## config.mk

```make
export PLATFORM = sky130hd
export DESIGN_NAME = heater_hysteresis_controller_flat
export DESIGN_NICKNAME = d
export VERILOG_FILES = /design/src/htc_pkg.sv /design/src/htc_if.sv /design/src/heater_hysteresis_controller.sv /design/src/flat_wrapper.sv
export SDC_FILE = /design/constraint.sdc
export NUM_CORES = 1
export LEC_CHECK = 0
export ABC_AREA = 1
export BUFFER_PORTS_ARGS = -buffer_cell sky130_fd_sc_hd__buf_4
export CELL_PAD_IN_SITES_DETAIL_PLACEMENT = 0
export CELL_PAD_IN_SITES_GLOBAL_PLACEMENT = 1
export CORE_MARGIN = 2
export CORE_UTILIZATION = 40
export DETAILED_ROUTE_END_ITERATION = 8
export GPL_TIMING_DRIVEN = 0
export PLACE_DENSITY = 0.84
export RECOVER_POWER = 25
export SLEW_MARGIN = 40
export SYNTH_ARGS = -nofsm -noshare
export SYNTH_HDL_FRONTEND = slang
export SYNTH_SLANG_ARGS = --single-unit
```

## constraint.sdc

```tcl
create_clock -name clk -period 5.1 [get_ports clk]
set_input_delay 1.53 -clock clk [delete_from_list [all_inputs] [get_ports clk]]
set_output_delay 1.53 -clock clk [all_outputs]
set_load 0.1 [all_outputs]
```

## src/htc_pkg.sv

```systemverilog
package htc_pkg;

  // Action codes carried by an input beat
  localparam logic [1:0] ACT_CHECK = 2'd0;
  localparam logic [1:0] ACT_ON    = 2'd1;
  localparam logic [1:0] ACT_OFF   = 2'd2;

  // Mode codes shown on the result channel
  localparam logic [1:0] MODE_OFF     = 2'd0;
  localparam logic [1:0] MODE_HEAT    = 2'd1;
  localparam logic [1:0] MODE_REACHED = 2'd2;

  // Configuration register indexes
  localparam logic [1:0] CFG_HEAT_HYST   = 2'd0;
  localparam logic [1:0] CFG_COOL_HYST   = 2'd1;
  localparam logic [1:0] CFG_ALARM_DELAY = 2'd2;

  localparam int unsigned CFG_IDX_W  = 2;
  localparam int unsigned CFG_DATA_W = 16;
  localparam int unsigned HYST_W     = 15;
  localparam int unsigned TEMP_W     = 16;
  localparam int unsigned ELAPSED_W  = 16;
  localparam int unsigned TOTAL_W    = 32;

  // Alarm threshold in ms: 65535 s * 1000 fits in 26 bits
  localparam int unsigned MS_PER_S   = 1000;
  localparam int unsigned ALARM_THR_W = 26;

endpackage

```

## src/htc_if.sv

```systemverilog
interface htc_in_if;
  import htc_pkg::*;

  logic                        valid;
  logic                        ready;
  logic [1:0]                  action;
  logic signed [TEMP_W-1:0]    temperature;
  logic signed [TEMP_W-1:0]    setpoint;
  logic [ELAPSED_W-1:0]        elapsed_ms;

  modport source (output valid, action, temperature, setpoint, elapsed_ms, input ready);
  modport sink   (input valid, action, temperature, setpoint, elapsed_ms, output ready);
endinterface

interface htc_out_if;
  import htc_pkg::*;

  logic                 valid;
  logic                 ready;
  logic [1:0]           mode;
  logic                 heater_drive;
  logic                 reached_flag;
  logic                 not_reached_alarm;
  logic [TOTAL_W-1:0]   total_heat_ms;

  modport source (output valid, mode, heater_drive, reached_flag, not_reached_alarm,
                  total_heat_ms, input ready);
  modport sink   (input valid, mode, heater_drive, reached_flag, not_reached_alarm,
                  total_heat_ms, output ready);
endinterface

interface htc_cfg_if;
  import htc_pkg::*;

  logic                   valid;
  logic                   ready;
  logic [CFG_IDX_W-1:0]   index;
  logic [CFG_DATA_W-1:0]  data;

  modport source (output valid, index, data, input ready);
  modport sink   (input valid, index, data, output ready);
endinterface

```

## src/heater_hysteresis_controller.sv

```systemverilog
// Heater hysteresis controller: a three-mode thermostat (off, heating, setpoint
// reached). Each input beat (check tick, switch-on or switch-off command) yields
// exactly one result beat with the mode after that beat, the heater drive, the
// sticky reached flag, the sticky heating-timeout alarm and the saturating total
// heating time in ms. The block takes one beat per clock cycle while results are
// taken; each beat sits in the input register, then updates the controller
// state, which doubles as the result register. Back-pressure on the result
// channel stalls the input register, which itself frees one beat of slack so a
// new input beat is taken while a result waits. Configuration writes are always
// accepted and must be issued only while the block is idle; the alarm delay is
// converted to ms when written.
module heater_hysteresis_controller (
  input  logic      clk,
  input  logic      rst_n,
  htc_in_if.sink    in_ch,
  htc_out_if.source out_ch,
  htc_cfg_if.sink   cfg_ch
);
  import htc_pkg::*;

  typedef enum logic [1:0] {
    ST_OFF     = MODE_OFF,
    ST_HEAT    = MODE_HEAT,
    ST_REACHED = MODE_REACHED
  } state_t;

  localparam int unsigned MARK_W = TEMP_W + 2;

  function automatic logic [TOTAL_W-1:0] sat_add(input logic [TOTAL_W-1:0] a,
                                                input logic [TOTAL_W-1:0] b);
    logic [TOTAL_W:0] s;
    s = {1'b0, a} + {1'b0, b};
    return s[TOTAL_W] ? '1 : s[TOTAL_W-1:0];
  endfunction

  // Configuration
  logic [HYST_W-1:0]      heat_hyst_r;
  logic [HYST_W-1:0]      cool_hyst_r;
  logic [ALARM_THR_W-1:0] alarm_thr_r;

  // Input register
  logic                     in_vld_r;
  logic [1:0]               in_act_r;
  logic signed [TEMP_W-1:0] in_temp_r;
  logic signed [TEMP_W-1:0] in_sp_r;
  logic [ELAPSED_W-1:0]     in_el_r;

  // Controller state, also the result register
  logic               out_vld_r;
  state_t             mode_r, mode_nxt;
  logic [TOTAL_W-1:0] tc_r, tc_nxt;
  logic [TOTAL_W-1:0] on_r, on_nxt;
  logic [TOTAL_W-1:0] tot_r, tot_nxt;
  logic               reached_r, reached_nxt;
  logic               alarm_r, alarm_nxt;

  logic                     adv;
  logic                     in_take;
  logic signed [MARK_W-1:0] temp_x;
  logic signed [MARK_W-1:0] hi_mark;
  logic signed [MARK_W-1:0] lo_mark;
  logic                     above;
  logic                     below;
  logic [TOTAL_W-1:0]       tc_acc;
  logic [TOTAL_W-1:0]       on_acc;

  // Advance the input register into the state whenever the result slot is free
  assign adv     = in_vld_r && (!out_vld_r || out_ch.ready);
  assign in_take = in_ch.valid && in_ch.ready;

  assign in_ch.ready  = !in_vld_r || adv;
  assign cfg_ch.ready = 1'b1;

  // Compare at full precision: setpoint plus or minus a margin never wraps
  assign temp_x  = {{2{in_temp_r[TEMP_W-1]}}, in_temp_r};
  assign hi_mark = {{2{in_sp_r[TEMP_W-1]}}, in_sp_r} + {3'b000, heat_hyst_r};
  assign lo_mark = {{2{in_sp_r[TEMP_W-1]}}, in_sp_r} - {3'b000, cool_hyst_r};
  assign above   = temp_x > hi_mark;
  assign below   = temp_x < lo_mark;

  assign tc_acc = sat_add(tc_r, TOTAL_W'(in_el_r));
  assign on_acc = sat_add(on_r, TOTAL_W'(in_el_r));

  always_comb begin
    mode_nxt    = mode_r;
    tc_nxt      = tc_r;
    on_nxt      = on_r;
    tot_nxt     = tot_r;
    reached_nxt = reached_r;
    alarm_nxt   = alarm_r;
    case (in_act_r)
      ACT_CHECK: begin
        // Advance time first, then decide the transition
        tc_nxt = tc_acc;
        on_nxt = on_acc;
        unique case (mode_r)
          ST_OFF: begin
            tc_nxt = '0;
          end
          ST_HEAT: begin
            if (above) begin
              tot_nxt     = sat_add(tot_r, on_acc);
              mode_nxt    = ST_REACHED;
              reached_nxt = 1'b1;
            end
          end
          ST_REACHED: begin
            if (below) begin
              mode_nxt = ST_HEAT;
              on_nxt   = '0;
              tc_nxt   = '0;
            end else begin
              reached_nxt = 1'b1;
              tc_nxt      = '0;
            end
          end
          default: ;
        endcase
        // Timeout test runs in the mode that results from this tick
        if (mode_nxt == ST_HEAT && tc_nxt >= TOTAL_W'(alarm_thr_r)) begin
          alarm_nxt = 1'b1;
        end
      end
      ACT_ON: begin
        if (mode_r == ST_OFF) begin
          if (above) begin
            mode_nxt    = ST_REACHED;
            reached_nxt = 1'b1;
          end else begin
            mode_nxt = ST_HEAT;
            on_nxt   = '0;
            tc_nxt   = '0;
          end
        end
      end
      ACT_OFF: begin
        if (mode_r == ST_HEAT) begin
          tot_nxt  = sat_add(tot_r, on_r);
          mode_nxt = ST_OFF;
        end else if (mode_r == ST_REACHED) begin
          mode_nxt = ST_OFF;
        end
      end
      default: ;  // unused code: hold everything, still report
    endcase
  end

  always_ff @(posedge clk) begin
    if (!rst_n) begin
      in_vld_r  <= 1'b0;
      out_vld_r <= 1'b0;
      mode_r    <= ST_OFF;
      tc_r      <= '0;
      on_r      <= '0;
      tot_r     <= '0;
      reached_r <= 1'b0;
      alarm_r   <= 1'b0;
    end else begin
      if (in_ch.ready) begin
        in_vld_r <= in_ch.valid;
      end
      if (in_take) begin
        in_act_r  <= in_ch.action;
        in_temp_r <= in_ch.temperature;
        in_sp_r   <= in_ch.setpoint;
        in_el_r   <= in_ch.elapsed_ms;
      end
      if (adv) begin
        out_vld_r <= 1'b1;
        mode_r    <= mode_nxt;
        tc_r      <= tc_nxt;
        on_r      <= on_nxt;
        tot_r     <= tot_nxt;
        reached_r <= reached_nxt;
        alarm_r   <= alarm_nxt;
      end else if (out_ch.ready) begin
        out_vld_r <= 1'b0;
      end
    end
  end

  // Configuration writes; convert the alarm delay to ms once, here
  always_ff @(posedge clk) begin
    if (!rst_n) begin
      heat_hyst_r <= '0;
      cool_hyst_r <= '0;
      alarm_thr_r <= '0;
    end else if (cfg_ch.valid && cfg_ch.ready) begin
      unique case (cfg_ch.index)
        CFG_HEAT_HYST:   heat_hyst_r <= cfg_ch.data[HYST_W-1:0];
        CFG_COOL_HYST:   cool_hyst_r <= cfg_ch.data[HYST_W-1:0];
        CFG_ALARM_DELAY: alarm_thr_r <= ALARM_THR_W'(cfg_ch.data) * ALARM_THR_W'(MS_PER_S);
        default: ;
      endcase
    end
  end

  assign out_ch.valid             = out_vld_r;
  assign out_ch.mode              = mode_r;
  assign out_ch.heater_drive      = (mode_r == ST_HEAT);
  assign out_ch.reached_flag      = reached_r;
  assign out_ch.not_reached_alarm = alarm_r;
  assign out_ch.total_heat_ms     = tot_r;

endmodule

```

## src/flat_wrapper.sv

```systemverilog
// flat-port wrapper written by rule: the top's interface ports become plain ports
module heater_hysteresis_controller_flat import htc_pkg::*;
  (clk, rst_n, in_ch_valid, in_ch_action, in_ch_temperature, in_ch_setpoint, in_ch_elapsed_ms, in_ch_ready, out_ch_valid, out_ch_mode, out_ch_heater_drive, out_ch_reached_flag, out_ch_not_reached_alarm, out_ch_total_heat_ms, out_ch_ready, cfg_ch_valid, cfg_ch_index, cfg_ch_data, cfg_ch_ready);
  htc_in_if in_ch_i ();
  htc_out_if out_ch_i ();
  htc_cfg_if cfg_ch_i ();
  input  logic clk;
  input  logic rst_n;
  input wire logic [$bits(in_ch_i.valid)-1:0] in_ch_valid;
  input wire logic [$bits(in_ch_i.action)-1:0] in_ch_action;
  input wire logic [$bits(in_ch_i.temperature)-1:0] in_ch_temperature;
  input wire logic [$bits(in_ch_i.setpoint)-1:0] in_ch_setpoint;
  input wire logic [$bits(in_ch_i.elapsed_ms)-1:0] in_ch_elapsed_ms;
  output wire logic [$bits(in_ch_i.ready)-1:0] in_ch_ready;
  output wire logic [$bits(out_ch_i.valid)-1:0] out_ch_valid;
  output wire logic [$bits(out_ch_i.mode)-1:0] out_ch_mode;
  output wire logic [$bits(out_ch_i.heater_drive)-1:0] out_ch_heater_drive;
  output wire logic [$bits(out_ch_i.reached_flag)-1:0] out_ch_reached_flag;
  output wire logic [$bits(out_ch_i.not_reached_alarm)-1:0] out_ch_not_reached_alarm;
  output wire logic [$bits(out_ch_i.total_heat_ms)-1:0] out_ch_total_heat_ms;
  input wire logic [$bits(out_ch_i.ready)-1:0] out_ch_ready;
  input wire logic [$bits(cfg_ch_i.valid)-1:0] cfg_ch_valid;
  input wire logic [$bits(cfg_ch_i.index)-1:0] cfg_ch_index;
  input wire logic [$bits(cfg_ch_i.data)-1:0] cfg_ch_data;
  output wire logic [$bits(cfg_ch_i.ready)-1:0] cfg_ch_ready;
  assign in_ch_i.valid = in_ch_valid;
  assign in_ch_i.action = in_ch_action;
  assign in_ch_i.temperature = in_ch_temperature;
  assign in_ch_i.setpoint = in_ch_setpoint;
  assign in_ch_i.elapsed_ms = in_ch_elapsed_ms;
  assign in_ch_ready = in_ch_i.ready;
  assign out_ch_valid = out_ch_i.valid;
  assign out_ch_mode = out_ch_i.mode;
  assign out_ch_heater_drive = out_ch_i.heater_drive;
  assign out_ch_reached_flag = out_ch_i.reached_flag;
  assign out_ch_not_reached_alarm = out_ch_i.not_reached_alarm;
  assign out_ch_total_heat_ms = out_ch_i.total_heat_ms;
  assign out_ch_i.ready = out_ch_ready;
  assign cfg_ch_i.valid = cfg_ch_valid;
  assign cfg_ch_i.index = cfg_ch_index;
  assign cfg_ch_i.data = cfg_ch_data;
  assign cfg_ch_ready = cfg_ch_i.ready;
  heater_hysteresis_controller u_core (.clk(clk), .rst_n(rst_n), .in_ch(in_ch_i), .out_ch(out_ch_i), .cfg_ch(cfg_ch_i));
endmodule
```

# ---- Word level (Yosys, flattened, before mapping)
# Cells that the tools add are included.
dict set report word_totals {
  register_bits 205
  wordCells 96
}
dict set report classes {
  addsub 6
  n_mul 1
  magnitude_cmp 3
  eq_ne 15
  muxes 32
  n_reduce_logical 24
}
# cell n
set ops {}
lappend ops {{$mux W32} 13}
lappend ops {{$pmux W32 S2} 3}
lappend ops {{$add A32 B16 Y33} 2}
lappend ops {{$add A32 B32 Y33} 2}
lappend ops {{$ge A32 B26 Y1} 1}
lappend ops {{$mul A16 B7 Y23 const B} 1}
lappend ops {{$add A16 B16 Y17} 1}
lappend ops {{$gt A16 B17 Y1} 1}
lappend ops {{$lt A16 B17 Y1} 1}
lappend ops {{$sub A16 B16 Y17} 1}
lappend ops {{$mux W2} 7}
lappend ops {{$reduce_and A5 Y1} 2}
lappend ops {{$eq A2 B1 Y1 const B} 4}
lappend ops {{$reduce_and A2 Y1} 4}
lappend ops {{$reduce_and A4 Y1} 2}
lappend ops {{$eq A2 B2 Y1 const B} 3}
lappend ops {{$logic_not A2 Y1} 3}
lappend ops {{$ne A2 B2 Y1 const B} 3}
lappend ops {{$ne A3 B2 Y1 const B} 2}
lappend ops {{$pmux W2 S3} 1}
lappend ops {{$reduce_bool A2 Y1} 3}
lappend ops {{$mux W1} 5}
lappend ops {{$ne A2 B1 Y1 const B} 2}
lappend ops {{$pmux W1 S2} 2}
lappend ops {{other kinds (8)} 12}

# ---- Longest topological paths before layout
# Gate-level depths: netlist of the first run.
dict set report depth {
  word_depth 8
  depth_mapped 30
}

# ---- Least setup slack after synthesis of the first run
# Ideal clock, no wire load.
dict set report synth_path {
  path_type {input -> register}
  startpoint {input port cfg_ch_data[0]}
  endpoint {register u_core.alarm_thr_r[19]}
  arrival_ns 5.242
  slack_ns -0.257
  path_stages 17
  path_buffers 0
  cell_sequence {fa_1 > inv_1 > fa_1 > fa_1 > inv_1 > fa_1 > ha_1 > inv_1 > nor3_1 > a21oi_1 > o21ai_0 > nand3_1 > nand2_1 > a21oi_1 > xnor2_1 > o21ai_0 > inv_1}
}
dict set report synth_between {
  elab_chain_len 1
}
# item line
set synth_lines {}
lappend synth_lines {{start, declared} flat_wrapper.sv:24} ;# input wire logic [$bits(cfg_ch_i.data)-1:0] cfg_ch_data;
lappend synth_lines {{$mul A16 B7 Y23} heater_hysteresis_controller.sv:192} ;# CFG_ALARM_DELAY: alarm_thr_r <= ALARM_THR_W'(cfg_ch.data) * ALARM_THR_W'(MS_PER_S);
lappend synth_lines {{end signal, assigned} heater_hysteresis_controller.sv:192}
lappend synth_lines {{end, declared} heater_hysteresis_controller.sv:39} ;# logic [ALARM_THR_W-1:0] alarm_thr_r;
# Every way passes these cells.
# A chain may end at the register's enable or synchronous reset.

# ---- Worst setup path in the final report of the first run
dict set report layout_path {
  startpoint {input port cfg_ch_data[4]}
  endpoint {register u_core.alarm_thr_r[22]}
}
# Same word-level chain as after synthesis.

==> impl.org, run 1 <==
** Global routing
- Wire length of the first global-routing pass :: just under 100,000 um
- Antenna violations before repair :: 0
- Total congestion overflow :: 0
- The via count of the first global-routing pass came to 18,520.
- Aggregate global-route resource usage :: 24.23%
- Pin count of the biggest net entering global routing :: 35

** Clock network
- Worst-path clk slew :: 0.06 ns
- The clock drives between 200 and 250 sinks.
- CTS built an H-tree with a depth of 1.
- Latest clock arrival within the worst-skew pair :: approximately 0.57 ns
- TritonCTS built the clock tree.
- Hold repair after CTS inserted 0 buffers.
- Number of buffers added by the clock tree synthesis step :: 26
- Buffer cell driving the clock tree root :: sky130_fd_sc_hd__clkbuf_16
- The clock passes through at most 3 buffers.

** Synth
- Count of yosys warnings during synthesis :: 0
- The commonest cells after synthesis are sky130_fd_sc_hd__nand2_1, sky130_fd_sc_hd__inv_1, sky130_fd_sc_hd__a21oi_1.
- Cell variety after synth :: between 50 and 60
- Cell accounting for the most synthesized area :: sky130_fd_sc_hd__dfxtp_1
- Counting every net in the synthesized netlist gives 3,178.
- Counting flops with a built-in enable in the synthesized netlist gives 50.
- Predominant post-synthesis flop cell :: sky130_fd_sc_hd__dfxtp_1
- Summing every instance area after synthesis gives 0.01986 mm^2.
- Synthesis produced 2,803 cells.
- Part of the Yosys area used for sequential elements :: 23.19%
- The most common cell in the synthesized netlist is sky130_fd_sc_hd__nand2_1.
- Average instance area after synthesis :: 7.084 um^2
- For this run, asynchronously set or reset flops after synthesis account for 0%.
- In this run, synthesis produced a sequential element count of 205.
- The top cell type by area accounts for 15.63% of the synthesized area.
- Top post-synthesis cells by area :: sky130_fd_sc_hd__dfxtp_1, sky130_fd_sc_hd__ha_1, sky130_fd_sc_hd__nand2_1

** Placed design
- Port Buffer Count :: roughly 110
- At the end of routability-driven placement, the weighted congestion stood at 0.9687.
- Worst setup slack before clock tree synthesis :: -0.6215 ns
- Cell area after placement :: roughly 0.022 mm^2
- The HPWL after detailed placement is 52,510 um.

** Worst setup path
- WP data required :: 5.56 ns
- The setup path with the least slack is of type input port to flip-flop.
- By instance count, the cell type seen most on the critical path is sky130_fd_sc_hd__fa_1.
- In this run the critical register-to-register path is captured at u_core.out_ch.total_heat_ms[23]$_SDFFE_PN0P_.
- The setup check on the worst reg-to-reg path leaves a slack of 0.24 ns.
- Tracing the worst setup path back leads to its startpoint at cfg_ch_data[4].
- Slowest cell on the critical path :: sky130_fd_sc_hd__fa_1
- Crit path cell chain :: buf_4, fa_1, fa_1, fa_1, fa_1, ha_4, a21o_1, inv_1, nor2_1, a211oi_2, nand3_2, a21oi_2, o21ai_1, xor2_1, o21ai_1, inv_1
- STA classifies the critical path startpoint as an input port.
- In this run the critical register-to-register path is launched from u_core.in_el_r[0]$_DFFE_PP_.
- Critical path endpoint :: u_core.alarm_thr_r[22]$_SDFFE_PN0P_
- The largest single stage delay on the critical path is 0.60 ns.
- In this design, the largest share of critical-path delay is due to adder cells.
- The worst setup path is captured at a flip-flop.
- In this run the worst path has a maximum fanout of 8.
- Number of logic stages on the critical path including buffering :: 16
- Measured in cells, the most critical reg-to-reg path has a length of 23.
- STA puts the critical path data arrival time at 5.41 ns.
- Buffers and inverters on the worst path :: 3

** Final layout
- The multi-input combinational cells in the finished layout cover a total of 0.01374 mm^2.
- After routing the design area is between 0.02 and 0.025 mm^2.
- Summing all flip-flop and latch instances after layout gives roughly 0.0046 mm^2.
- Compared with the post-synthesis result, the final layout area differs by 14.08%.
- Count of nets after finishing :: 3,330
- After filler insertion, the fill cell instance count of the layout stands at roughly 5,000.
- Share of layout cells above drive strength 1 :: roughly a tenth
- The number of antenna diodes in the final layout is 0.

** STA
- Final min period :: 4.954 ns
- Setup violations remaining at the end of the flow were counted as 0.
- Number of hold violations in the final report :: 0
- Post-route clock period utilization :: 97.13%
- Maximum clock frequency :: around 200 MHz
- Setup repair after global routing missed its margin :: true
- Setup slack of the critical path after layout :: 0.1463 ns
- For the pin with the worst max-slew slack, the measured transition is 1.187 ns.
- The number of pins exceeding their max-slew limit in the final report was 0.
- Rel. slew slack :: 20.85%
- Final TNS setup :: 0 ns
- Setup clock skew after layout :: 0.02571 ns

** Drt
- Avg Vias per Cell :: 5.209
- For this run, design rule violations remaining after detail routing come to 0.
- The routed design has 62,640 um of wire.
- Number of optimization iterations in the first detailed-route pass :: 5
- Post-route ant nets :: 0
- Routed wire length per instance :: 17.21 um
- Detailed routing inserted a total of between 15,000 and 20,000 vias.
- DRC violation total after the first TritonRoute iteration :: 1,117

** Floorplanning
- Initial standard-cell utilization of the core :: between 40% and 50%
- Floorplan Core Area :: approximately 0.049 mm^2
- After floorplanning, the core was divided into 81 placement rows.
- Width of the die :: 226.8 um
- Die ar. :: a little over 0.05 mm^2
- I/O Pins :: around 110
- From bottom edge to top edge, the die measures 226.8 um.

** Pwr
- In this run the static leakage power is 10.59 nW.
- VDD sags by at most approximately 0.27 mV.
- Dividing total power by cell area gives a power density of 271.0 mW/mm^2.

** Min path
- Hold Path Depth :: 2
- The worst hold path belongs to the class flip-flop to flip-flop.

** Run
- Number of maximum-capacitance violations :: 0

** Status
- Run status :: complete, no violations
kinds of logic (layout without fill, tap and decap cells):
logic type | Yosys count | count (layout) | share of synthesized area [%]
compound gates | 609 | 609 | 17.10
xor+xnor | 120 | 120 | 5.293
fa+ha+maj | 302 | 302 | 21.30
buf+inv | 428 | 600 | 8.513
flops | 205 | 205 | 23.19
other cells | 1 | 1 | 0.01889
simple gates | 1138 | 1138 | 24.59
stage by stage:
| stage | hold slack [ns] | instances | util, % | power, mW |
|---|---|---|---|---|
| 2_1_floorplan | 0.4331 | 2803 | - | 3.508 |
| 3_3_place_gp | 0.4474 | 3578 | 44.06 | 4.017 |
| 3_5_place_dp | 0.4474 | 3579 | 44.14 | 4.068 |
| 4_1_cts | 0.4607 | 3627 | 45.88 | 5.938 |
| 5_1_grt | 0.4862 | 3639 | 46.28 | 6.560 |
| 6_report | 0.4578 | 3639 | 46.28 | 6.139 |
layout make-up:
| class | count | area share (%) |
|---|---|---|
| Clock buffer | 29 | 3.016 |
| Timing Repair Buffer | 124 | 4.131 |
| Tap cell | 664 | 3.667 |
| Clock inverter | 19 | 0.7070 |
| Inverter | 375 | 6.225 |
| Multi-Input combinational cell | 2170 | 60.66 |
| Sequential cell | 205 | 20.33 |
| Buffer | 53 | 1.270 |
layout by cell type, fill, tap and decap left out, drive strengths merged, types with 95 or more instances in the layout:
cell type,instances
nand3,164
buf,95
nand2,674
o21ai,197
nor2,198
inv,377
dfxtp,155
clkbuf,111
a21oi,325
ha,242
worst min-delay path: cells and delay by family, from the launching register on:
kind	cells	cell delay, ns
AOI/OAI and AO/OA	1	0.05
DFF	1	0.31
buffers and inverters	1	0.05
routing by layer:
metal	global-route usage (%)	part of all wire, %
met1	30.63	44
met2	43.80	50
met3	1.866	3.4
met4	7.173	2.7
met5	0	0
power breakdown:
| group | switching [mW] | internal, mW | total, mW |
|---|---|---|---|
| registers | 0.0426 | 1.72 | 1.77 |
| logic | 1.48 | 1.05 | 2.53 |
| clock network | 0.815 | 1.03 | 1.84 |
| total | 2.33 | 3.80 | 6.14 |
how the worst min path moves through the flow:
stage | startpoint | to | slack [ns]
5_1_grt | u_core.out_ch.not_reached_alarm$_SDFFE_PN0P_ | u_core.out_ch.not_reached_alarm$_SDFFE_PN0P_ | 0.49
2_1_floorplan | u_core.cool_hyst_r[2]$_SDFFE_PN0P_ | u_core.cool_hyst_r[2]$_SDFFE_PN0P_ | 0.43
3_5_place_dp | u_core.out_ch.reached_flag$_SDFFE_PN0P_ | u_core.out_ch.reached_flag$_SDFFE_PN0P_ | 0.45
4_1_cts | u_core.out_ch.reached_flag$_SDFFE_PN0P_ | u_core.out_ch.reached_flag$_SDFFE_PN0P_ | 0.46
6_report | u_core.out_ch.not_reached_alarm$_SDFFE_PN0P_ | u_core.out_ch.not_reached_alarm$_SDFFE_PN0P_ | 0.46
3_3_place_gp | u_core.out_ch.reached_flag$_SDFFE_PN0P_ | u_core.out_ch.reached_flag$_SDFFE_PN0P_ | 0.45
sequential cells by signal, indices dropped and copies added (netlist names):
register                         cells
u_core.in_el_r                      16
u_core.in_temp_r                    16
u_core.on_r                         32
u_core.cool_hyst_r                  15
u_core.out_ch.reached_flag           1
u_core.out_ch.total_heat_ms         32
u_core.heat_hyst_r                  15
u_core.in_act_r                      2
u_core.out_ch.not_reached_alarm      1
u_core.alarm_thr_r                  23
u_core.in_sp_r                      16
u_core.out_ch.mode                   2
u_core.out_ch.valid                  1
u_core.in_vld_r                      1
u_core.tc_r                         32
repair_timing:
action,in CTS,in global routing
pin swaps,0,17
buffers inserted,0,12
gates resized for setup,2,27
endpoints found under the setup margin,1,69
gates cloned,0,0
Note: power is estimated with default switching activity, not from simulation.
==> run 2, diff against run 1 <==
--- a/config.mk
+++ b/config.mk
@@ -9,4 +9,2 @@
 export BUFFER_PORTS_ARGS = -buffer_cell sky130_fd_sc_hd__buf_4
-export CELL_PAD_IN_SITES_DETAIL_PLACEMENT = 0
-export CELL_PAD_IN_SITES_GLOBAL_PLACEMENT = 1
 export CORE_MARGIN = 2
@@ -15,3 +13,3 @@
 export GPL_TIMING_DRIVEN = 0
-export PLACE_DENSITY = 0.84
+export PLACE_DENSITY = 0.66
 export RECOVER_POWER = 25
--- a/constraint.sdc
+++ b/constraint.sdc
@@ -3,2 +3,2 @@
 set_output_delay 1.53 -clock clk [all_outputs]
-set_load 0.1 [all_outputs]
+set_load 0.05 [all_outputs]
==> run 2 against run 1 <==
Net effect: clock skew fell by 0.00081 ns; utilization is 0.15 points higher; first-iteration DRC count grew 17%; critical path depth unchanged; cell count did not move; sequential power barely moved; sequential share of layout area fell by 0.066 points; wire length fell by 8.4%; non-clock buffer count down 2; maximum frequency is 0.94% lower; largest cell class unchanged.
==> impl.org, run 2 (same netlist as run 1, synthesis figures left out) <==
** Worst setup path
- The data required time at the worst endpoint came to 5.54 ns (-0.02 ns).
- RR Startpoint :: u_core.in_el_r[0]$_DFFE_PP_
- Depth of the most critical reg-to-reg path :: 23 (unchanged)
- Crit path cell chain :: buf_4, fa_1, fa_1, fa_1, fa_1, ha_1, a21oi_1, o21ai_0, o21ai_1, nand3_1, nand3_1, inv_1, o21ai_0, nand3b_1, o211ai_1, inv_1
- The slowest stage of the critical path belongs to the cell sky130_fd_sc_hd__fa_1.
- R2R Setup Slk :: 0.26 ns (+0.02 ns)
- Peak fanout along the critical path :: 8 (unchanged)
- The critical path is of the input port to flip-flop type.
- Critical path launch point type :: input port
- Arrival time at the worst endpoint :: 5.44 ns (+0.03 ns)
- STA classifies the critical path endpoint as a flip-flop.
- Cell mode on critical path :: sky130_fd_sc_hd__fa_1
- The delay of the slowest critical-path stage is 0.58 ns (-0.02 ns).
- In this run the critical register-to-register path is captured at u_core.out_ch.total_heat_ms[11]$_SDFFE_PN0P_.

** STA
- The normalized max-slew margin was 20.84% (about the same).
- Setup repair after global routing missed its margin :: true
- The number of pins exceeding their max-slew limit in the final report came to 0 (unchanged).
- The number of failing setup endpoints in the final timing report is 0 (unchanged).
- The transition time of the tightest slew-check pin is 1.178 ns (-0.008908 ns).
- The final critical delay including setup and external delays was 5.001 ns (+0.04706 ns).
- The final worst clock skew was 0.02490 ns (-0.0008122 ns).
- Post-route clock period utilization :: 98.05% (+0.92 points)
- Maximum clock frequency :: 200.0 MHz (-0.94%)
- The number of endpoints with negative hold slack in the final report came to 0 (unchanged).
- The final-layout setup total negative slack is 0 ns (unchanged).

** Min path
- The startpoint identified for the worst hold timing path is u_core.out_ch.not_reached_alarm$_SDFFE_PN0P_.
- The tightest min-delay check is of the flip-flop to flip-flop type.
- For hold timing, the worst endpoint is u_core.out_ch.not_reached_alarm$_SDFFE_PN0P_.
- The worst hold path cell count was 2 (unchanged).

** Global routing
- The wire length of the first global-routing pass came to 90,450 um (-7.5%).
- Vias in the first global route :: 17,520 (-5.4%)
- The largest net degree at the start of global routing was 35 (unchanged).
- The total global routing track utilization is 22.21% (-2.0 points).
- The initial antenna violation count came to 0 (unchanged).
- The leftover overflow at the end of global routing was 0 (unchanged).

** Pwr
- The fraction of power spent switching nets was 36.05% (-2.0 points).
- The internal power summed over all cells is 4.004 mW (+5.2%).
- The total power after layout is 6.260 mW (+2.0%).
- The static leakage came to 10.67 nW (+0.75%).
- The power per standard cell area came to 275.4 mW/mm^2 (+1.6%).
- Share of power burned in registers :: 28.2% (-0.6 points)
- The peak supply drop was 0.3096 mV (+14%).
- Share of power burned in the clock network :: 34.7% (+4.7 points)
- Fraction of power consumed by combinational cells :: 37.1% (-4.1 points)
- Switching component of the power :: 2.256 mW (-3.4%)

** Placed design
- The routability congestion estimate was 0.9836 (+1.5%).
- HPWL after detailed placement :: 47,180 um (-10%)
- Cell area after placement :: 0.02160 mm^2 (about the same)
- Post-placement cell count :: 3,579 (unchanged)
- The count of input and output buffers is 111 (unchanged).

** Drt
- Post-route ant nets :: 0 (unchanged)
- Post-detailed-route DRC marker count :: 0 (unchanged)
- The average vias per placed instance came to 5.168 (-0.80%).
- Routed vias :: 18,810 (-0.80%)
- The length of the first detailed-routing pass in iterations was 5 (unchanged).
- DRC violation total after the first TritonRoute iteration :: 1,306 (+17%)
- The post-detailed-routing wire length came to 57,370 um (-8.4%).
- The final routed wire length divided by cell count came to 15.76 um (-8.4%).

** Floorplanning
- Number of cell rows :: 81 (unchanged)
- Floorplan Core Area :: 0.04895 mm^2 (unchanged)
- Die H :: 226.8 um (unchanged)
- I/O Pins :: 113 (unchanged)
- Die ar. :: 0.05144 mm^2 (unchanged)
- Width of the die :: 226.8 um (unchanged)
- Initial standard-cell utilization of the core :: 40.56% (unchanged)

** Clock network
- The root buffer cell chosen for the clock tree is sky130_fd_sc_hd__clkbuf_16.
- CTS sink cnt :: 205 (unchanged)
- Worst-path clk slew :: 0.06 ns (about the same)
- The total number of H-tree levels was 1 (unchanged).
- The maximum clock insertion buffer count is 3 (unchanged).
- The insertion delay of the later-clocked pin in the worst-skew pair is 0.56 ns (about the same).
- TritonCTS built the clock tree.
- The number of CTS-inserted buffers came to 27 (+3.8%).

** Final layout
- Count of nets after finishing :: 3,330 (unchanged)
- Share of layout cells above drive strength 1 :: 9.714% (-0.47 points)
- Post-Layout Inst Area :: 0.02273 mm^2 (+0.33%)
- The library cell used most frequently in the layout, excluding fill and tap cells, is sky130_fd_sc_hd__nand2_1.
- The post-route non-filler standard cell count is 3,639 (unchanged).
- Relative to the synthesized area, the layout overhead comes to 14.45%.
- The antenna diode count was 0 (unchanged).
- Most frequent cells in the layout :: sky130_fd_sc_hd__nand2_1, sky130_fd_sc_hd__inv_1, sky130_fd_sc_hd__a21oi_1

** Run
- Number of maximum-capacitance violations :: 0 (unchanged)

** Status
- Run status :: complete, no violations
[run 2: changes by cell type in the layout (fill, tap and decap cells not counted), moves of 2 or more]
cell,previous run,this run
sky130_fd_sc_hd__clkinv_2,4,6
sky130_fd_sc_hd__ha_4,6,2
sky130_fd_sc_hd__ha_1,233,239
sky130_fd_sc_hd__clkinvlp_4,8,6
sky130_fd_sc_hd__a21oi_1,302,307
sky130_fd_sc_hd__buf_4,77,75
sky130_fd_sc_hd__a21oi_2,20,14
sky130_fd_sc_hd__ha_2,3,1
sky130_fd_sc_hd__clkinv_4,3,0
sky130_fd_sc_hd__clkbuf_1,32,30
sky130_fd_sc_hd__bufinv_16,1,7
[run 2: power by group through the flow]
stage	sequential (mW)	clock (mW)	combinational, mW
6_report	1.76	2.17	2.32
2_1_floorplan	1.80	0	1.69
5_1_grt	1.77	2.28	2.63
3_5_place_dp	1.80	0	2.21
4_1_cts	1.76	2.21	2.23
3_3_place_gp	1.80	0	2.19
[run 2: worst max path at each step]
| stage | start | to | slack (ns) | cells past startpoint |
|---|---|---|---|---|
| final | cfg_ch_data[6] | u_core.alarm_thr_r[25]$_SDFFE_PN0P_ | 0.1 | 16 |
| after global routing | cfg_ch_data[8] | u_core.alarm_thr_r[25]$_SDFFE_PN0P_ | -0.06 | 16 |
| after CTS | cfg_ch_data[6] | u_core.alarm_thr_r[25]$_SDFFE_PN0P_ | 0.05 | 16 |
| after detailed placement | cfg_ch_data[8] | u_core.alarm_thr_r[25]$_SDFFE_PN0P_ | -0.61 | 16 |
| after global placement | cfg_ch_data[8] | u_core.alarm_thr_r[25]$_SDFFE_PN0P_ | -0.61 | 16 |
| after floorplan | cfg_ch_data[0] | u_core.alarm_thr_r[19]$_SDFFE_PN0P_ | 0.01 | 17 |
[run 2: per-layer routing]
layer / GRT usage (%) / vias up / wire (um)
li1: - / 9654 / -
met1: 29.91 / 8654 / 26730
met2: 37.52 / 411 / 26540
met3: 2.371 / 86 / 2521
met4: 6.282 / 0 / 1580
met5: 0 / - / 0
[run 2: worst max-delay path, delay by kind of cell]
family	cells	cell delay, ns
buf+inv	3	0.27
compound gates	5	0.93
simple gates	3	0.35
fa+ha+maj	5	2.36
[run 2: area by class of cell]
| type | instances | area (um^2) |
|---|---|---|
| clock buffers | 28 | 700.7 |
| clock inverters | 21 | 302.8 |
| inverters | 375 | 1410 |
| well taps | 664 | 830.8 |
| plain buffers | 53 | 285.3 |
| fillers | 5068 | 26220 |
| flip-flops and latches | 205 | 4604 |
| multi-input cells | 2171 | 13670 |
| repair buffers | 122 | 920.9 |
[run 2: what timing repair did]
item,in CTS,in global routing
endpoints found under the setup margin,1,61
hold buffers,0,0
gates cloned,0,1
resized for setup,1,12
setup buffers,0,10
pin swaps,0,6
[run 2: through the flow]
step	hold slack [ns]	utilization [%]	worst slack (ns)
after detailed placement	0.4515	44.14	-0.6086
after floorplan	0.4331	-	0.01472
after global routing	0.4864	46.43	-0.05572
after CTS	0.4627	46.20	0.04601
after global placement	0.4446	44.06	-0.6061
final	0.4592	46.43	0.09921
==> run 3, diff against run 2 <==
Settings changed: ABC_AREA 1 to unset, PLACE_DENSITY 0.66 to 0.67.
==> run 3 against run 2 <==
Net effect: the flow now finishes with violations (setup timing); first-iteration DRC count grew 5.1%; critical path depth grew 7; maximum frequency shrank 9.8%; design area down 1.2%; clock power shrank 6%; combinational power is 15% higher; power grew 3.4%; sequential share of layout area is 0.25 points higher; synthesized cell count is 24% lower; critical path type is now flip-flop to flip-flop; largest cell class unchanged.
==> impl.org, run 3 <==
** Status
- Run status :: complete, but fails checks
- The final reports fail on setup timing.

** Run
- The total of max-cap violations came to 0 (unchanged).

** Drt
- The count of vias placed by the detailed router came to 17,030 (-9.4%).
- Post-detailed-route DRC marker count :: 0 (unchanged)
- The post-detailed-routing wire length came to 57,930 um (+0.98%).
- The length of the first detailed-routing pass in iterations was 6 (+1).
- DRC violation total after the first TritonRoute iteration :: 1,373 (+5.1%)
- The final routed wire length divided by cell count came to 19.50 um (+24%).
- Avg Vias per Cell :: 5.735 (+11%)
- The post-route antenna net violation count is 0 (unchanged).

** STA
- The number of endpoints with negative hold slack in the final report came to 0 (unchanged).
- The maximum clock rate came to 180.4 MHz (-9.8%).
- The worst hold slack across all endpoints was 0.4568 ns (-0.002322 ns).
- The transition time of the tightest slew-check pin is 0.9072 ns (-0.2711 ns).
- The final critical delay including setup and external delays is 5.543 ns (+0.5427 ns).
- The number of failing setup endpoints in the final timing report was 37 (+37).
- Fin. max-slew vios :: 0 (unchanged)
- Post-route clock period utilization :: 108.7% (+11 points)
- The normalized max-slew margin came to 39.52% (+19 points).
- The final-layout setup total negative slack came to -13.24 ns (-13.24 ns).
- Setup repair after global routing missed its margin :: true
- The post-layout worst setup margin came to -0.4435 ns (-0.5427 ns).
- The final worst clock skew is 0.02199 ns (-0.002903 ns).

** Synth
- The number of synthesized register bits came to 205 (unchanged).
- The top-area cell type share of the netlist area is 17.22% (+1.6 points).
- Xor and xnor area share after synthesis :: 6.513% (+1.2 points)
- Compound-gate portion of the synthesized area :: 23.68% (+6.6 points)
- The net count after synthesis was 2,504 (-21%).
- By instance count, the leading cell after synthesis is sky130_fd_sc_hd__nand2_1.
- The share of flip-flops with an asynchronous set or reset after synthesis was 0% (unchanged).
- For this run, the leading register cell type out of synthesis is sky130_fd_sc_hd__dfxtp_1.
- Top post-synthesis cells by area :: sky130_fd_sc_hd__dfxtp_1, sky130_fd_sc_hd__ha_1, sky130_fd_sc_hd__edfxtp_1
- Commonest cells in the netlist :: sky130_fd_sc_hd__nand2_1, sky130_fd_sc_hd__ha_1, sky130_fd_sc_hd__a21oi_1
- Cell accounting for the most synthesized area :: sky130_fd_sc_hd__dfxtp_1
- Simple-gate area share of the yosys netlist :: 16.73% (-7.9 points)
- The mux cell area share after synthesis was 0.2916% (+0.29 points).
- Cell variety after synth :: 80 (+36%)
- The synthesized area came to 0.01802 mm^2 (-9.2%).
- The number of flops mapped to enable cells by yosys is 50 (unchanged).
- Part of the Yosys area used for sequential elements :: 25.55% (+2.4 points)
- The number of cells produced by synthesis is 2,129 (-24%).
- Combinational family with the most area after synthesis :: compound AO/OA/AOI/OAI gates
- Average instance area after synthesis :: 8.465 um^2 (+19%)
- The adder and majority cell fraction of the synthesized area is 23.47% (+2.2 points).
- The Yosys warning count came to 0 (unchanged).

** Worst setup path
- The worst path arrival time is 5.99 ns (+0.55 ns).
- Delay of the slowest critical-path stage :: 0.51 ns (-0.07 ns)
- On the critical path, the stage with the largest delay is an instance of sky130_fd_sc_hd__edfxtp_1.
- The worst setup path is captured at a flip-flop.
- The largest fanout of any net on the critical path is 6 (-2).
- STA classifies the critical path startpoint as a flip-flop.
- Crit path cell chain :: ha_4, fa_2, a21o_1, a21oi_2, o21a_1, o31ai_4, a21boi_4, o21ai_2, nand4_1, clkbuf_8, nand2_4, ha_4, a21o_1, or4_1, o21a_2, a211o_1, o21a_1, o41a_1, a31o_1, buf_6, buf_12, o221ai_2, nand2_1
- WP data required :: 5.55 ns (about the same)
- The worst setup path is of the flip-flop to flip-flop kind.

** Placed design
- Post-placement cell count :: 2,833 (-21%)
- The HPWL after detailed placement came to 43,420 um (-8.0%).
- Port Buffer Count :: 111 (unchanged)
- Gpl congestion :: 0.9285 (-5.6%)

** Clock network
- The maximum clock insertion buffer count came to 3 (unchanged).
- Total of hold buffers inserted after clock tree synthesis :: 0 (unchanged)
- The register clock-pin slew on the reported worst setup and hold paths came to 0.06 ns (about the same).
- Latest clock arrival within the worst-skew pair :: 0.56 ns (about the same)
- The tree is rooted in a sky130_fd_sc_hd__clkbuf_16.
- H-tree Lvls :: 1 (unchanged)
- The number of CTS-inserted buffers was 27 (unchanged).
- The count of clock tree sinks was 205 (unchanged).
- TritonCTS built the clock tree.

** Floorplanning
- Width of the die :: 216.3 um (-4.7%)
- The number of rows created at floorplan was 77 (-4.9%).
- The vertical extent of the die was 216.3 um (-4.7%).
- Initial standard-cell utilization of the core :: 40.66% (+0.099 points)
- Die ar. :: 0.04677 mm^2 (-9.1%)
- Floorplan Core Area :: 0.04432 mm^2 (-9.5%)
- I/O Pins :: 113 (unchanged)

** Global routing
- The initial antenna violation count was 0 (unchanged).
- The largest net degree at the start of global routing was 35 (unchanged).
- Vias in the first global route :: 16,880 (-3.7%)
- Wire length of the first global-routing pass :: 89,700 um (-0.83%)
- The leftover overflow at the end of global routing was 0 (unchanged).
- Aggregate global-route resource usage :: 23.98% (+1.8 points)

** Final layout
- Count of nets after finishing :: 2,733 (-18%)
- The library cell used most frequently in the layout, excluding fill and tap cells, is sky130_fd_sc_hd__nand2_1.
- The post-route non-filler standard cell count was 2,970 (-18%).
- In the layout the commonest cells are sky130_fd_sc_hd__nand2_1, sky130_fd_sc_hd__ha_1, sky130_fd_sc_hd__a21oi_1.
- Antenna cell count :: 0 (unchanged)
- Share of layout cells above drive strength 1 :: 18.88% (+9.2 points)
- Number of fillers in the final layout :: 4,199 (-17%)
- P&R area growth vs syn :: 24.65%

** Min path
- The path class of the tightest hold or removal check is flip-flop to flip-flop.

** Pwr
- Static Leakage :: 9.544 nW (-11%)
- The peak supply drop is 0.3159 mV (+2.0%).
- Power per Cell Area :: 288.0 mW/mm^2 (+4.6%)
==> run 3: cell count changes in the layout (fill, tap and decap cells not counted), moves of 23 or more <==
cell	delta
sky130_fd_sc_hd__xnor2_1	+29
sky130_fd_sc_hd__buf_4	+62
sky130_fd_sc_hd__o21ai_0	-81
sky130_fd_sc_hd__o21a_1	+34
sky130_fd_sc_hd__a22oi_1	+29
sky130_fd_sc_hd__nand2b_1	+23
sky130_fd_sc_hd__nand2_1	-422
sky130_fd_sc_hd__a21oi_1	-106
sky130_fd_sc_hd__nand3_1	-105
sky130_fd_sc_hd__inv_1	-261
sky130_fd_sc_hd__a21o_1	+43
sky130_fd_sc_hd__nor2_1	-52
==> run 3: repair_timing <==
action	in CTS	in global routing
pin swaps	70	102
buffers inserted	50	41
gates resized for setup	130	144
setup endpoints to repair	105	109
gates cloned	2	3
hold endpoints to repair	0	0
==> run 3: cell type report <==
type | instances | area, um^2 | area share (%)
clock buffers | 38 | 820.8 | 3.654
inverters | 109 | 411.6 | 1.833
clock inverters | 11 | 130.1 | 0.5793
well taps | 592 | 740.7 | 3.297
flip-flops and latches | 205 | 4607 | 20.51
multi-input cells | 1752 | 13700 | 60.98
plain buffers | 60 | 391.6 | 1.743
repair buffers | 203 | 1663 | 7.403
==> run 3: where the power goes <==
group          internal (mW)  switching, mW  total [mW]
sequential              1.73         0.0464        1.78
combinational           1.28           1.38        2.66
clock                   1.23          0.806        2.03
total                   4.24           2.23        6.47
==> run 3: through the flow <==
stage	utilization [%]	area (um^2)	worst slack [ns]	total power, mW
2_1_floorplan	-	18120	-0.5398	3.485
3_3_place_gp	44.43	19690	-1.864	3.934
3_5_place_dp	44.53	19730	-1.515	3.982
4_1_cts	48.72	21590	-0.4332	6.341
5_1_grt	50.69	22460	-0.5962	6.881
6_report	50.69	22460	-0.4435	6.470
==> run 3: critical path, delay by kind of cell (launching register included) <==
kind / cells / cell delay (ns)
adders and majority gates: 3 / 0.82
buffers and inverters: 3 / 0.53
DFF: 1 / 0.51
AOI/OAI and AO/OA: 13 / 2.78
and+or+nand+nor: 4 / 0.76
==> run 3: cells by family (layout without fill, tap and decap cells) <==
group,Yosys count,after routing
AOI/OAI and AO/OA,662,662
xor gates and xnor gates,134,134
adders and majority gates,302,302
buffers and inverters,173,421
DFF,205,205
muxes,5,5
other,1,1
and+or+nand+nor,647,648
==> run 3: final timing paths <==
check / from / end / slack [ns] / depth (start not counted)
setup / recovery: u_core.in_el_r[0]$_DFFE_PP_ / u_core.out_ch.total_heat_ms[7]$_SDFFE_PN0P_ / -0.44 / 23
hold / removal: u_core.alarm_thr_r[18]$_SDFFE_PN0P_ / u_core.alarm_thr_r[18]$_SDFFE_PN0P_ / 0.46 / 2
setup reg to reg: u_core.in_el_r[0]$_DFFE_PP_ / u_core.out_ch.total_heat_ms[7]$_SDFFE_PN0P_ / -0.44 / 23
hold reg to reg: u_core.alarm_thr_r[18]$_SDFFE_PN0P_ / u_core.alarm_thr_r[18]$_SDFFE_PN0P_ / 0.46 / 2
==> run 3: routing by layer <==
metal,routed length [um],vias up,part of all wire (%),GRT usage (%)
met3,3243,115,5.6,2.975
met2,28100,490,49,41.89
met4,1859,0,3.2,8.219
met5,0,-,0,0
met1,24730,8193,43,30.49
li1,-,8236,-,-
